## src/rtl/archive_manifest_parser_assert.svh

```systemverilog
// Assertion macros shared by the manifest parser modules.
// Each macro expects signals named clk and arst_n in the module that uses it.
`ifndef ARCHIVE_MANIFEST_PARSER_ASSERT_SVH
`define ARCHIVE_MANIFEST_PARSER_ASSERT_SVH

// Consequent must hold in the same cycle as the antecedent.
`define AMP_ASSERT_SAME(lbl, ante, cons) \
	lbl: assert property (@(posedge clk) disable iff (!arst_n) (ante) |-> (cons)) \
		else $error("manifest parser: same-cycle check failed");

// Consequent must hold in the cycle after the antecedent.
`define AMP_ASSERT_NEXT(lbl, ante, cons) \
	lbl: assert property (@(posedge clk) disable iff (!arst_n) (ante) |=> (cons)) \
		else $error("manifest parser: next-cycle check failed");

`endif

```

## src/rtl/amp_pkg.sv

```systemverilog
package amp_pkg;

	// Parser phases, in the order the manifest is laid out.
	typedef enum logic [2:0] {
		PH_COUNT,
		PH_PLEN,
		PH_PATH,
		PH_SIZE,
		PH_MTIME,
		PH_MODE,
		PH_CRC,
		PH_IDLE
	} phase_t;

	typedef enum logic [1:0] {
		KIND_PATH,
		KIND_ENTRY,
		KIND_DONE,
		KIND_ERROR
	} kind_t;

	typedef enum logic [1:0] {
		ERR_TRUNC,
		ERR_COUNT,
		ERR_PATH_LEN
	} err_t;

	// Configuration register indexes.
	typedef enum logic {
		REG_MAX_ENTRIES,
		REG_MAX_PATH_LEN
	} reg_idx_t;

	localparam logic [19:0] MaxEntriesRst = 20'd200000;
	localparam logic [15:0] MaxPathLenRst = 16'd4096;
	localparam logic [29:0] CountMax      = 30'h3FFF_FFFF;
	localparam int          OutqDepth     = 4;

	typedef struct packed {
		logic [19:0] max_entries;
		logic [15:0] max_path_len;
	} cfg_t;

	// One result item.
	typedef struct packed {
		kind_t       kind;
		logic [7:0]  path_byte;
		logic [15:0] path_length;
		logic [63:0] size;
		logic [63:0] mtime;
		logic [31:0] mode;
		logic [31:0] crc;
		logic [29:0] consumed;
		err_t        err;
		logic        last;
	} res_t;

	// Up to two results written into the output queue in one cycle.
	typedef struct packed {
		logic [1:0] n;
		res_t       r0;
		res_t       r1;
	} push_t;

endpackage

```

## src/rtl/amp_parse.sv

```systemverilog
module amp_parse import amp_pkg::*; (
	input  logic        clk,
	input  logic        arst_n,
	input  logic        in_valid,
	output logic        in_ready,
	input  logic [7:0]  in_byte,
	input  logic        in_eob,
	input  cfg_t        cfg,
	input  logic        room,
	output push_t       push
);

`include "archive_manifest_parser_assert.svh"

	logic        valid_s1;
	logic [7:0]  byte_s1;
	logic        eob_s1;
	logic        advance;

	phase_t      phase_q, phase_d;
	logic [2:0]  idx_q, idx_d;
	logic [63:0] field_q, field_d;
	logic [19:0] entries_q, entries_d;
	logic [15:0] plen_q, plen_d;
	logic [15:0] pleft_q, pleft_d;
	logic [63:0] size_q, size_d;
	logic [63:0] mtime_q, mtime_d;
	logic [31:0] mode_q, mode_d;
	logic [29:0] bcount_q, bcount_d;

	// The input register is refilled whenever its item moves on.
	assign advance  = valid_s1 && room;
	assign in_ready = !valid_s1 || room;

	always_ff @(posedge clk or negedge arst_n) begin
		if (!arst_n) begin
			valid_s1 <= 1'b0;
		end else if (in_ready) begin
			valid_s1 <= in_valid;
		end
	end

	always_ff @(posedge clk) begin
		if (in_ready) begin
			byte_s1 <= in_byte;
			eob_s1  <= in_eob;
		end
	end

	// One byte of parsing: next state and the results it causes.
	always_comb begin
		logic [63:0] fval;
		logic [2:0]  last_idx;
		logic        fdone;
		logic [29:0] cnt;
		logic        v0, v1, v2;
		res_t        p0, p1, p2, blank;

		blank      = '0;
		p0         = blank;
		p1         = blank;
		p2         = blank;
		v0         = 1'b0;
		v1         = 1'b0;
		v2         = 1'b0;
		phase_d    = phase_q;
		idx_d      = idx_q;
		field_d    = field_q;
		entries_d  = entries_q;
		plen_d     = plen_q;
		pleft_d    = pleft_q;
		size_d     = size_q;
		mtime_d    = mtime_q;
		mode_d     = mode_q;
		bcount_d   = bcount_q;

		fval = field_q | (64'(byte_s1) << {idx_q, 3'b000});
		case (phase_q)
			PH_COUNT:             last_idx = 3'd3;
			PH_PLEN:              last_idx = 3'd1;
			PH_SIZE, PH_MTIME:    last_idx = 3'd7;
			PH_MODE, PH_CRC:      last_idx = 3'd3;
			default:              last_idx = 3'd0;
		endcase
		fdone = (idx_q == last_idx);
		cnt   = (bcount_q < CountMax) ? bcount_q + 30'd1 : bcount_q;

		if (advance && phase_q != PH_IDLE) begin
			bcount_d = cnt;
			// Little-endian field gathering shared by the multi-byte phases.
			if (phase_q != PH_PATH) begin
				if (fdone) begin
					idx_d   = 3'd0;
					field_d = '0;
				end else begin
					idx_d   = idx_q + 3'd1;
					field_d = fval;
				end
			end
			case (phase_q)
				PH_COUNT: begin
					if (fdone) begin
						if (fval[31:0] > {12'd0, cfg.max_entries}) begin
							v0       = 1'b1;
							p0.kind  = KIND_ERROR;
							p0.err   = ERR_COUNT;
							phase_d  = PH_IDLE;
						end else if (fval[31:0] == 32'd0) begin
							v0          = 1'b1;
							p0.kind     = KIND_DONE;
							p0.consumed = cnt;
							phase_d     = PH_IDLE;
						end else begin
							entries_d = fval[19:0];
							phase_d   = PH_PLEN;
						end
					end
				end
				PH_PLEN: begin
					if (fdone) begin
						if (fval[15:0] == 16'd0 || fval[15:0] > cfg.max_path_len) begin
							v0      = 1'b1;
							p0.kind = KIND_ERROR;
							p0.err  = ERR_PATH_LEN;
							phase_d = PH_IDLE;
						end else begin
							plen_d  = fval[15:0];
							pleft_d = fval[15:0];
							phase_d = PH_PATH;
						end
					end
				end
				PH_PATH: begin
					v0           = 1'b1;
					p0.kind      = KIND_PATH;
					p0.path_byte = byte_s1;
					pleft_d      = pleft_q - 16'd1;
					if (pleft_q == 16'd1) begin
						phase_d = PH_SIZE;
					end
				end
				PH_SIZE: begin
					if (fdone) begin
						size_d  = fval;
						phase_d = PH_MTIME;
					end
				end
				PH_MTIME: begin
					if (fdone) begin
						mtime_d = fval;
						phase_d = PH_MODE;
					end
				end
				PH_MODE: begin
					if (fdone) begin
						mode_d  = fval[31:0];
						phase_d = PH_CRC;
					end
				end
				default: begin
					if (fdone) begin
						v0             = 1'b1;
						p0.kind        = KIND_ENTRY;
						p0.path_length = plen_q;
						p0.size        = size_q;
						p0.mtime       = mtime_q;
						p0.mode        = mode_q;
						p0.crc         = fval[31:0];
						entries_d      = entries_q - 20'd1;
						if (entries_q == 20'd1) begin
							v1          = 1'b1;
							p1.kind     = KIND_DONE;
							p1.consumed = cnt;
							phase_d     = PH_IDLE;
						end else begin
							phase_d = PH_PLEN;
						end
					end
				end
			endcase
		end

		// The end mark restarts the parser, reporting truncation if unfinished.
		if (advance && eob_s1) begin
			if (phase_d != PH_IDLE) begin
				v2      = 1'b1;
				p2.kind = KIND_ERROR;
				p2.err  = ERR_TRUNC;
			end
			phase_d   = PH_COUNT;
			idx_d     = '0;
			field_d   = '0;
			entries_d = '0;
			plen_d    = '0;
			pleft_d   = '0;
			size_d    = '0;
			mtime_d   = '0;
			mode_d    = '0;
			bcount_d  = '0;
		end

		push.r0 = v0 ? p0 : p2;
		push.r1 = v1 ? p1 : p2;
		push.n  = {1'b0, v0} + {1'b0, v1 | v2};
		if (push.n == 2'd2) begin
			push.r1.last = 1'b1;
		end else begin
			push.r0.last = 1'b1;
		end
	end

	always_ff @(posedge clk or negedge arst_n) begin
		if (!arst_n) begin
			phase_q   <= PH_COUNT;
			idx_q     <= '0;
			field_q   <= '0;
			entries_q <= '0;
			plen_q    <= '0;
			pleft_q   <= '0;
			size_q    <= '0;
			mtime_q   <= '0;
			mode_q    <= '0;
			bcount_q  <= '0;
		end else begin
			phase_q   <= phase_d;
			idx_q     <= idx_d;
			field_q   <= field_d;
			entries_q <= entries_d;
			plen_q    <= plen_d;
			pleft_q   <= pleft_d;
			size_q    <= size_d;
			mtime_q   <= mtime_d;
			mode_q    <= mode_d;
			bcount_q  <= bcount_d;
		end
	end

	// Once idle, bytes give nothing until the end mark.
	`AMP_ASSERT_SAME(a_idle_silent, advance && phase_q == PH_IDLE, push.n == 2'd0)
	// Results only leave with an item that really moved on.
	`AMP_ASSERT_SAME(a_push_needs_item, push.n != 2'd0, advance)
	// The end mark always leaves the parser at the start of a new manifest.
	`AMP_ASSERT_NEXT(a_eob_restart, advance && eob_s1,
		phase_q == PH_COUNT && bcount_q == 30'd0)

endmodule

```

## src/rtl/amp_outq.sv

```systemverilog
module amp_outq import amp_pkg::*; #(
	parameter int DEPTH = OutqDepth
) (
	input  logic  clk,
	input  logic  arst_n,
	input  push_t push,
	output logic  room,
	output logic  head_valid,
	input  logic  head_ready,
	output res_t  head
);

`include "archive_manifest_parser_assert.svh"

	localparam int AW = $clog2(DEPTH);
	localparam int CW = $clog2(DEPTH + 1);
	localparam logic [CW-1:0] DEPTH_C = CW'(DEPTH);
	localparam logic [AW-1:0] LAST_C  = AW'(DEPTH - 1);

	res_t          mem [DEPTH];
	logic [AW-1:0] wr_q, rd_q, wr1, wr2, rd1;
	logic [CW-1:0] count_q;
	logic          pop;

	assign wr1 = (wr_q == LAST_C) ? '0 : wr_q + AW'(1);
	assign wr2 = (wr1 == LAST_C) ? '0 : wr1 + AW'(1);
	assign rd1 = (rd_q == LAST_C) ? '0 : rd_q + AW'(1);

	// Room is judged on the registered fill so that two results always fit.
	assign room       = (count_q <= DEPTH_C - CW'(2));
	assign head_valid = (count_q != '0);
	assign pop        = head_valid && head_ready;
	assign head       = mem[rd_q];

	always_ff @(posedge clk) begin
		if (push.n != 2'd0) begin
			mem[wr_q] <= push.r0;
		end
		if (push.n == 2'd2) begin
			mem[wr1] <= push.r1;
		end
	end

	always_ff @(posedge clk or negedge arst_n) begin
		if (!arst_n) begin
			wr_q    <= '0;
			rd_q    <= '0;
			count_q <= '0;
		end else begin
			case (push.n)
				2'd1:    wr_q <= wr1;
				2'd2:    wr_q <= wr2;
				default: wr_q <= wr_q;
			endcase
			if (pop) begin
				rd_q <= rd1;
			end
			count_q <= count_q + CW'(push.n) - CW'(pop);
		end
	end

	`AMP_ASSERT_SAME(a_no_overflow, 1'b1, count_q <= DEPTH_C)
	`AMP_ASSERT_SAME(a_push_fits, push.n != 2'd0, room)
	`AMP_ASSERT_SAME(a_room_when_empty, count_q == '0, room)

endmodule

```

## src/rtl/archive_manifest_parser.sv

```systemverilog
// An accepted byte waits in the input register; its results go into the output queue as it moves on.
// Throughput: one byte per cycle while the queue has room; one result leaves per cycle while m_tready is high.
// Input stalls while the queue holds more than OUTQ_DEPTH - 2 results, keeping room for a byte with two.
// Reset: arst_n clears the parser to the start of a manifest and empties the queue.
// Reset also loads max_entries with 200000 and max_path_len with 4096.
module archive_manifest_parser import amp_pkg::*; #(
	parameter int OUTQ_DEPTH = OutqDepth
) (
	input  logic         clk,
	input  logic         arst_n,
	input  logic         s_tvalid,
	output logic         s_tready,
	input  logic [7:0]   s_tdata,   // data_byte
	input  logic         s_tlast,
	output logic         m_tvalid,
	input  logic         m_tready,
	// path_byte, path_length, entry_size, entry_mtime, entry_mode, entry_crc,
	// consumed_bytes, fault_code
	output logic [247:0] m_tdata,
	output logic [1:0]   m_tuser,   // result_kind
	output logic         m_tlast,
	input  logic         cfg_valid,
	output logic         cfg_ready,
	input  logic         cfg_index,
	input  logic [19:0]  cfg_data
);

	cfg_t  cfg_q;
	push_t push;
	logic  room;
	res_t  head;

	// Configuration registers, always writable.
	assign cfg_ready = 1'b1;

	always_ff @(posedge clk or negedge arst_n) begin
		if (!arst_n) begin
			cfg_q.max_entries  <= MaxEntriesRst;
			cfg_q.max_path_len <= MaxPathLenRst;
		end else if (cfg_valid) begin
			case (reg_idx_t'(cfg_index))
				REG_MAX_ENTRIES:  cfg_q.max_entries  <= cfg_data;
				REG_MAX_PATH_LEN: cfg_q.max_path_len <= cfg_data[15:0];
				default:          cfg_q <= cfg_q;
			endcase
		end
	end

	amp_parse u_parse (
		.clk      (clk),
		.arst_n   (arst_n),
		.in_valid (s_tvalid),
		.in_ready (s_tready),
		.in_byte  (s_tdata),
		.in_eob   (s_tlast),
		.cfg      (cfg_q),
		.room     (room),
		.push     (push)
	);

	amp_outq #(
		.DEPTH (OUTQ_DEPTH)
	) u_outq (
		.clk        (clk),
		.arst_n     (arst_n),
		.push       (push),
		.room       (room),
		.head_valid (m_tvalid),
		.head_ready (m_tready),
		.head       (head)
	);

	// Result item packing onto the stream.
	assign m_tdata = {head.err, head.consumed, head.crc, head.mode, head.mtime,
		head.size, head.path_length, head.path_byte};
	assign m_tuser = head.kind;
	assign m_tlast = head.last;

endmodule
```

## config.mk

```make
export PLATFORM = sky130hd
export DESIGN_NAME = archive_manifest_parser
export DESIGN_NICKNAME = d
export VERILOG_FILES = /design/src/rtl/amp_pkg.sv /design/src/rtl/amp_parse.sv /design/src/rtl/amp_outq.sv /design/src/rtl/archive_manifest_parser.sv
export VERILOG_INCLUDE_DIRS = /design/src /design/src/rtl
export SDC_FILE = /design/constraint.sdc
export NUM_CORES = 2
export LEC_CHECK = 0
export BUFFER_PORTS_ARGS = -buffer_cell sky130_fd_sc_hd__buf_2
export CORE_MARGIN = 10
export CORE_UTILIZATION = 56
export DETAILED_ROUTE_END_ITERATION = 6
export GPL_TIMING_DRIVEN = 0
export PLACE_DENSITY = 0.83
export SLEW_MARGIN = 20
export SYNTH_ARGS = -nofsm -noshare
export SYNTH_HDL_FRONTEND = slang
export SYNTH_HIERARCHICAL = 1
export SYNTH_SLANG_ARGS = --single-unit
```

## constraint.sdc

```tcl
create_clock -name clk -period 22.7 [get_ports clk]
set_input_delay 2.27 -clock clk [delete_from_list [all_inputs] [get_ports clk]]
set_output_delay 2.27 -clock clk [all_outputs]
set_load 0.02 [all_outputs]
```

======== Word-level counts from Yosys, hierarchy flattened ========
Memory sizes are Yosys's and may differ from the RTL's.
Index checks and enable logic that the tools add are counted.
word-level totals
  output and inout port bits .............. 254
  memory bits (writable) .................. 1,004
  memory bits (read-only) ................. 0
  logic and storage cells ................. 203
  memories kept ........................... 1
  register bits ........................... 365
  bits in latches ......................... 0
  bits of input ports ..................... 35
memory list
  name        depth  bits a word  read ports  clocked after memory_dff  wr ports  RTL line        RTL
  u_outq.mem  4      251          1           0                         2         amp_outq.sv:20  res_t mem [DEPTH];
operators by class
  reductions and logical operators ........ 36
  equality and inequality tests ........... 23
  magnitude comparators ................... 4
  muxes and demuxes ....................... 107
  bitwise gates (word level) .............. 3
  div/mod/pow operators ................... 0
  shifts and indexed selects .............. 1
  $mul .................................... 0
  add/subtract/negate cells ............... 10
operators with widths
  kind                   count
  $mux 64                11
  $mux 251               2
  $mux 208               2
  $mux 30                10
  $mux 250               1
  $mux 32                5
  $mux 20                6
  $mux 16                7
  $or 64x64->64          1
  $shl 8x6->64           1
  $mux 3                 17
  $pmux 20 s2            1
  $gt 32x20->1           1
  $logic_not 32->1       1
  $mux 2                 16
  $pmux 16 s2            1
  $add 30x1->30 const B  1
  $lt 30x30->1 const B   1
  $mux 1                 21
  $eq 20x1->1 const B    1
  $sub 20x1->20 const B  1
  $pmux 3 s6             1
  $reduce_bool 2->1      9
  $eq 16x1->1 const B    1
  other kinds (41)       65

======== Longest topological paths before layout ========
  depth after elaboration ................. 16
  depth in mapped cells ................... 22
  depth with buffers taken out ............ 19

======== By module ========
The synthesis kept the hierarchy.
by module, submodules not included
  module                   cells an instance  area an instance (um^2)  seq. area each (um^2)  times used
  amp_outq                 2,483              48,784.3                 30,324.1               1
  amp_parse                2,298              19,422.4                 8,102.8                1
  archive_manifest_parser  79                 1,361.3                  909.6                  1

======== Least setup slack after synthesis ========
Ideal clock, no wire load.
  path type ............................... register to register
  start point ............................. register u_parse.idx_q[1]
  end point ............................... memory u_outq/mem[2][0] (netlist bit), enable pin
  data required time ...................... 21.490 ns
  library setup time ...................... 1.210 ns
  period minus slack after synthesis ...... 22.444 ns
  path buffers ............................ 2
  slack ................................... 0.256 ns
  stages on the path, launching flop included .. 19
  data arrival time ....................... 21.234 ns
  cells stage by stage .................... dfrtp_1 > nor2b_1 > clkbuf_1 > a21oi_1 > inv_1 > ha_1 > nand3_1 > or3_1 > nor4_1 > or2_2 > o211ai_1 > o41a_1 > a31oi_1 > nand2b_1 > ha_1 > buf_4 > inv_1 > ha_1 > o21ai_0
RTL lines
  element                 RTL line          RTL
  start, declared         amp_parse.sv:21   logic [2:0] idx_q, idx_d;
  start signal, assigned  amp_parse.sv:226  idx_q <= idx_d;
  end, declared           amp_outq.sv:20

==> flow_summary.rst <==
.. list-table::
   :header-rows: 1

   * - Metric
     - Value
   * - Outcome
     - finished, violations left
   * - Violated checks
     - design-rule violations
   * - Remaining antenna violation count
     - 0
   * - Area of the die
     - 0.139 mm^2
   * - Via density per instance
     - 6.06
   * - Most used cell along the critical path
     - sky130_fd_sc_hd__buf_16
   * - Number of buffers inserted to repair setup after CTS
     - 0
   * - Sinks on Clock Net
     - 1369
   * - Sequential share of power
     - 35.9%
   * - Post-detailed-route wirelength per cell
     - 26.1 um
   * - Async set-reset flop share out of synthesis
     - between 20% and 30%
   * - Number of enable flip-flop cells after synthesis
     - about 1000
   * - Number of nets in the layout
     - 5673
   * - Level count of the clock H-tree
     - 4
   * - Netlist cell types
     - just over 80
   * - GPL Wtd Cong
     - 0.967
   * - Path class of the lowest-slack min-delay path
     - reg -> reg
   * - Cell Rows
     - 129
   * - Synth cell count leaders
     - sky130_fd_sc_hd__edfxtp_1 (1013), sky130_fd_sc_hd__mux2_1 (691), sky130_fd_sc_hd__mux2_2 (354), sky130_fd_sc_hd__dfrtp_1 (349), sky130_fd_sc_hd__buf_4 (284)
   * - Antenna violations before repair
     - 18
   * - Post-CTS sizing
     - 0
   * - Flop-to-flop setup slack
     - 13.93 ns
   * - Biggest area contributors in the synthesized netlist
     - sky130_fd_sc_hd__edfxtp_1 (44%), sky130_fd_sc_hd__dfrtp_1 (13%), sky130_fd_sc_hd__mux2_1 (11%), sky130_fd_sc_hd__mux4_2 (8.1%), sky130_fd_sc_hd__mux2_2 (5.7%)
   * - Die height
     - about 370 um
   * - Synth warn
     - 6
   * - Clock Path Buffers
     - 3
   * - Static Leak
     - 33.2 nW
   * - Unrepaired setup endpoints after global routing
     - false
   * - Critical path's largest stage delay
     - 0.97 ns
   * - Power density cells
     - 121 mW/mm^2
   * - Area share of the largest cell type after synthesis
     - 43.7%
   * - HPWL after detailed placement
     - 134000 um
   * - Largest fanout on the critical path
     - 19
   * - Clock Latency Late Sink
     - 0.77 ns
   * - Cell at the slowest stage of the critical path
     - sky130_fd_sc_hd__a21oi_1
   * - Fmax
     - about 110 MHz
   * - Buffer cell driving the clock tree root
     - sky130_fd_sc_hd__clkbuf_16
   * - Setup clock skew after layout
     - approximately 0.042 ns
   * - Actual slew at the worst max-slew pin
     - roughly 1.2 ns
   * - Cell taking the most area after synthesis
     - sky130_fd_sc_hd__edfxtp_1
   * - Final setup fails
     - 0
   * - Sequential share of the synthesized area
     - 56.5%
   * - Prevailing post-synth register cell
     - sky130_fd_sc_hd__edfxtp_1
   * - Port Buf Inserts
     - 287
   * - Relative slew slack
     - 18.7%
   * - Logic gate share of total power
     - 40.2%
   * - Initial DRC Count
     - 4918
   * - Clock-pin slew on the worst setup and hold paths
     - 0.06 ns
   * - Final instance area
     - 0.0805 mm^2
   * - Number of synthesized register bits
     - 1369
   * - Sum of overflow across all layers after global routing
     - 0
   * - Number of failing hold endpoints at the final stage
     - 0
   * - Starting Density
     - between 50% and 60%
   * - Count of max-cap constraint violations
     - 0
   * - Path depth of the worst reg2reg path
     - 28
   * - Net switching power of the design
     - ~3.8 mW
   * - Synthesized area per cell
     - 14.3 um^2
   * - Relative contribution of the clock network to total power
     - 23.9%
   * - Total routing usage reported by global routing
     - between 20% and 30%
   * - Final min period
     - between 8 and 9 ns
   * - Hold buffer count at cts
     - 0
   * - Routed wire length
     - 192000 um
   * - Layout overhead on the synthesized area
     - 15.7%
   * - Total clock buffers created by CTS
     - 142
   * - Int Power
     - 6.01 mW
   * - Startpoint-to-endpoint class of the critical path
     - reg -> reg
   * - Leading cell type by number of instances after synthesis
     - sky130_fd_sc_hd__edfxtp_1
   * - Final routed DRC violation total
     - 22
   * - Type of element capturing the critical path
     - flip-flop
   * - Maximum number of pins on one net before global-route repair
     - 99
   * - Count of TritonRoute iterations in the first routing pass
     - 7
   * - Accumulated negative setup slack
     - 0 ns
   * - Post-Syn Instances
     - 4860
   * - IR drop worst, VDD
     - 0.105 mV
   * - Required time of the critical path
     - 23.16 ns
   * - Data arrival at the endpoint of the critical path
     - 9.23 ns
   * - Post-synthesis instance area
     - between 0.06 and 0.07 mm^2
   * - Crit start category
     - flip-flop
   * - I/O pins
     - 289
   * - Vias in the first global route
     - between 40000 and 50000
   * - CTS tree
     - built
   * - Final Cycle Share
     - 38.6%
   * - Via count
     - 44500
   * - Fraction of layout instances using a drive strength above 1
     - roughly 29%
   * - First-pass GRT wire length
     - between 200000 and 300000 um
   * - Area of the core
     - 0.123 mm^2
   * - Hold Crit Depth
     - 2
   * - Post-placement cell area
     - about 0.076 mm^2
   * - Pins Over Slew Limit
     - 0
   * - Sw Ratio
     - 38.5%
   * - Die X
     - 372 um
## power by group through the flow
stage | registers, mW | logic [mW] | clock network [mW]
3_5_place_dp | 3.54 | 3.87 | 0
4_1_cts | 3.50 | 3.89 | 2.36
5_1_grt | 3.55 | 4.13 | 2.46
3_3_place_gp | 4.17 | 3.60 | 0
2_1_floorplan | 3.81 | 2.31 | 0
6_report | 3.51 | 3.93 | 2.34
## cells by family (layout without fill, tap and decap cells)
group           count (synthesis)  after routing  synth area share (%)
flops                        1369           1369                  56.5
mux                          1312           1312                  25.3
simple gates                  879            879                  6.10
buf+inv                       649           1267                  5.55
compound gates                554            554                  4.99
fa+ha+maj                      62             62                  1.13
xor+xnor                       33             33                 0.415
other cells                     2            225                0.0108
## stage by stage
stage               hold slack (ns)  util [%]  total power, mW  std cells  setup WS, ns
detailed placement            0.459      61.4             7.41       7069         14.19
global placement              0.455      59.8             7.77       7001        -17.22
finish                        0.473      65.2             9.78       7338         13.93
global route                  0.493      65.2             10.1       7335         13.76
floorplan                     0.440         -             6.12       5077         0.256
CTS                           0.472      65.2             9.75       7332         14.13
## sequential cells by signal, summed over array words and instances, names as in the netlist
signal / flops
u_parse/idx_q: 3
u_parse/bcount_q: 30
u_outq/rd_q: 2
u_outq/wr_q: 2
u_outq/count_q: 3
u_parse/byte_s1: 8
u_parse/plen_q: 16
u_parse/mtime_q: 64
u_parse/phase_q: 3
u_outq/mem: 1004
u_parse/eob_s1: 1
u_parse/size_q: 64
u_parse/field_q: 64
u_parse/entries_q: 20
u_parse/mode_q: 32
u_parse/valid_s1: 1
cfg_q: 36
u_parse/pleft_q: 16
## cell type report
cell class / count / area (um^2)
tap: 1637 / 2050
sequential: 1369 / 39300
clock buffer: 203 / 4120
fill: 8485 / 43000
inverter: 102 / 383
antenna: 6 / 15.0
buffer: 547 / 3480
clock inverter: 60 / 549
timing repair buffer: 355 / 3290
multi-input combinational: 3059 / 27300
## placed cells by master (no fill, tap or decap), drive strengths merged, types with 21 or more instances in the layout
master,count
mux2,1045
edfxtp,1013
buf,779
dfrtp,349
clkbuf,326
nor2,270
mux4,251
nand2,244
conb,219
and2,171
a21oi,155
o21ai,147
inv,107
o31ai,88
a211oi,66
ha,61
clkinv,48
and3,30
nand3,28
nor3,27
nand4,21
## path summary, 6_finish.rpt
| kind | start | endpoint |
|---|---|---|
| max reg2reg | u_parse/byte_s1[2]$_DFFE_PP_ | u_outq/mem[0][125]$_DFFE_PP_ |
| max in group asynchronous | arst_n | u_parse/size_q[36]$_DFFE_PN0P_ |
| min | u_parse/mtime_q[42]$_DFFE_PN0P_ | u_parse/mtime_q[42]$_DFFE_PN0P_ |
| min reg2reg | u_parse/mtime_q[42]$_DFFE_PN0P_ | u_parse/mtime_q[42]$_DFFE_PN0P_ |
| min in group asynchronous | arst_n | u_parse/bcount_q[25]$_DFFE_PN0N_ |
| max | u_parse/byte_s1[2]$_DFFE_PP_ | u_outq/mem[0][125]$_DFFE_PP_ |
## critical path, delay by kind of cell (launching register included)
family | cells | cell delay [ns]
AO/OA/AOI/OAI | 5 | 2.41
adder cells (fa/ha/maj) | 3 | 0.84
buffers and inverters | 13 | 2.89
flip-flops | 1 | 0.51
AND/OR/NAND/NOR | 7 | 1.74
## metal layers
layer | GRT usage [%] | share of wire, %
met1 | 34.8 | 37
met3 | 5.85 | 9.0
met2 | 44.9 | 49
met5 | 0 | 0.029
met4 | 12.4 | 4.7
Power figures use the tool's default switching activity.
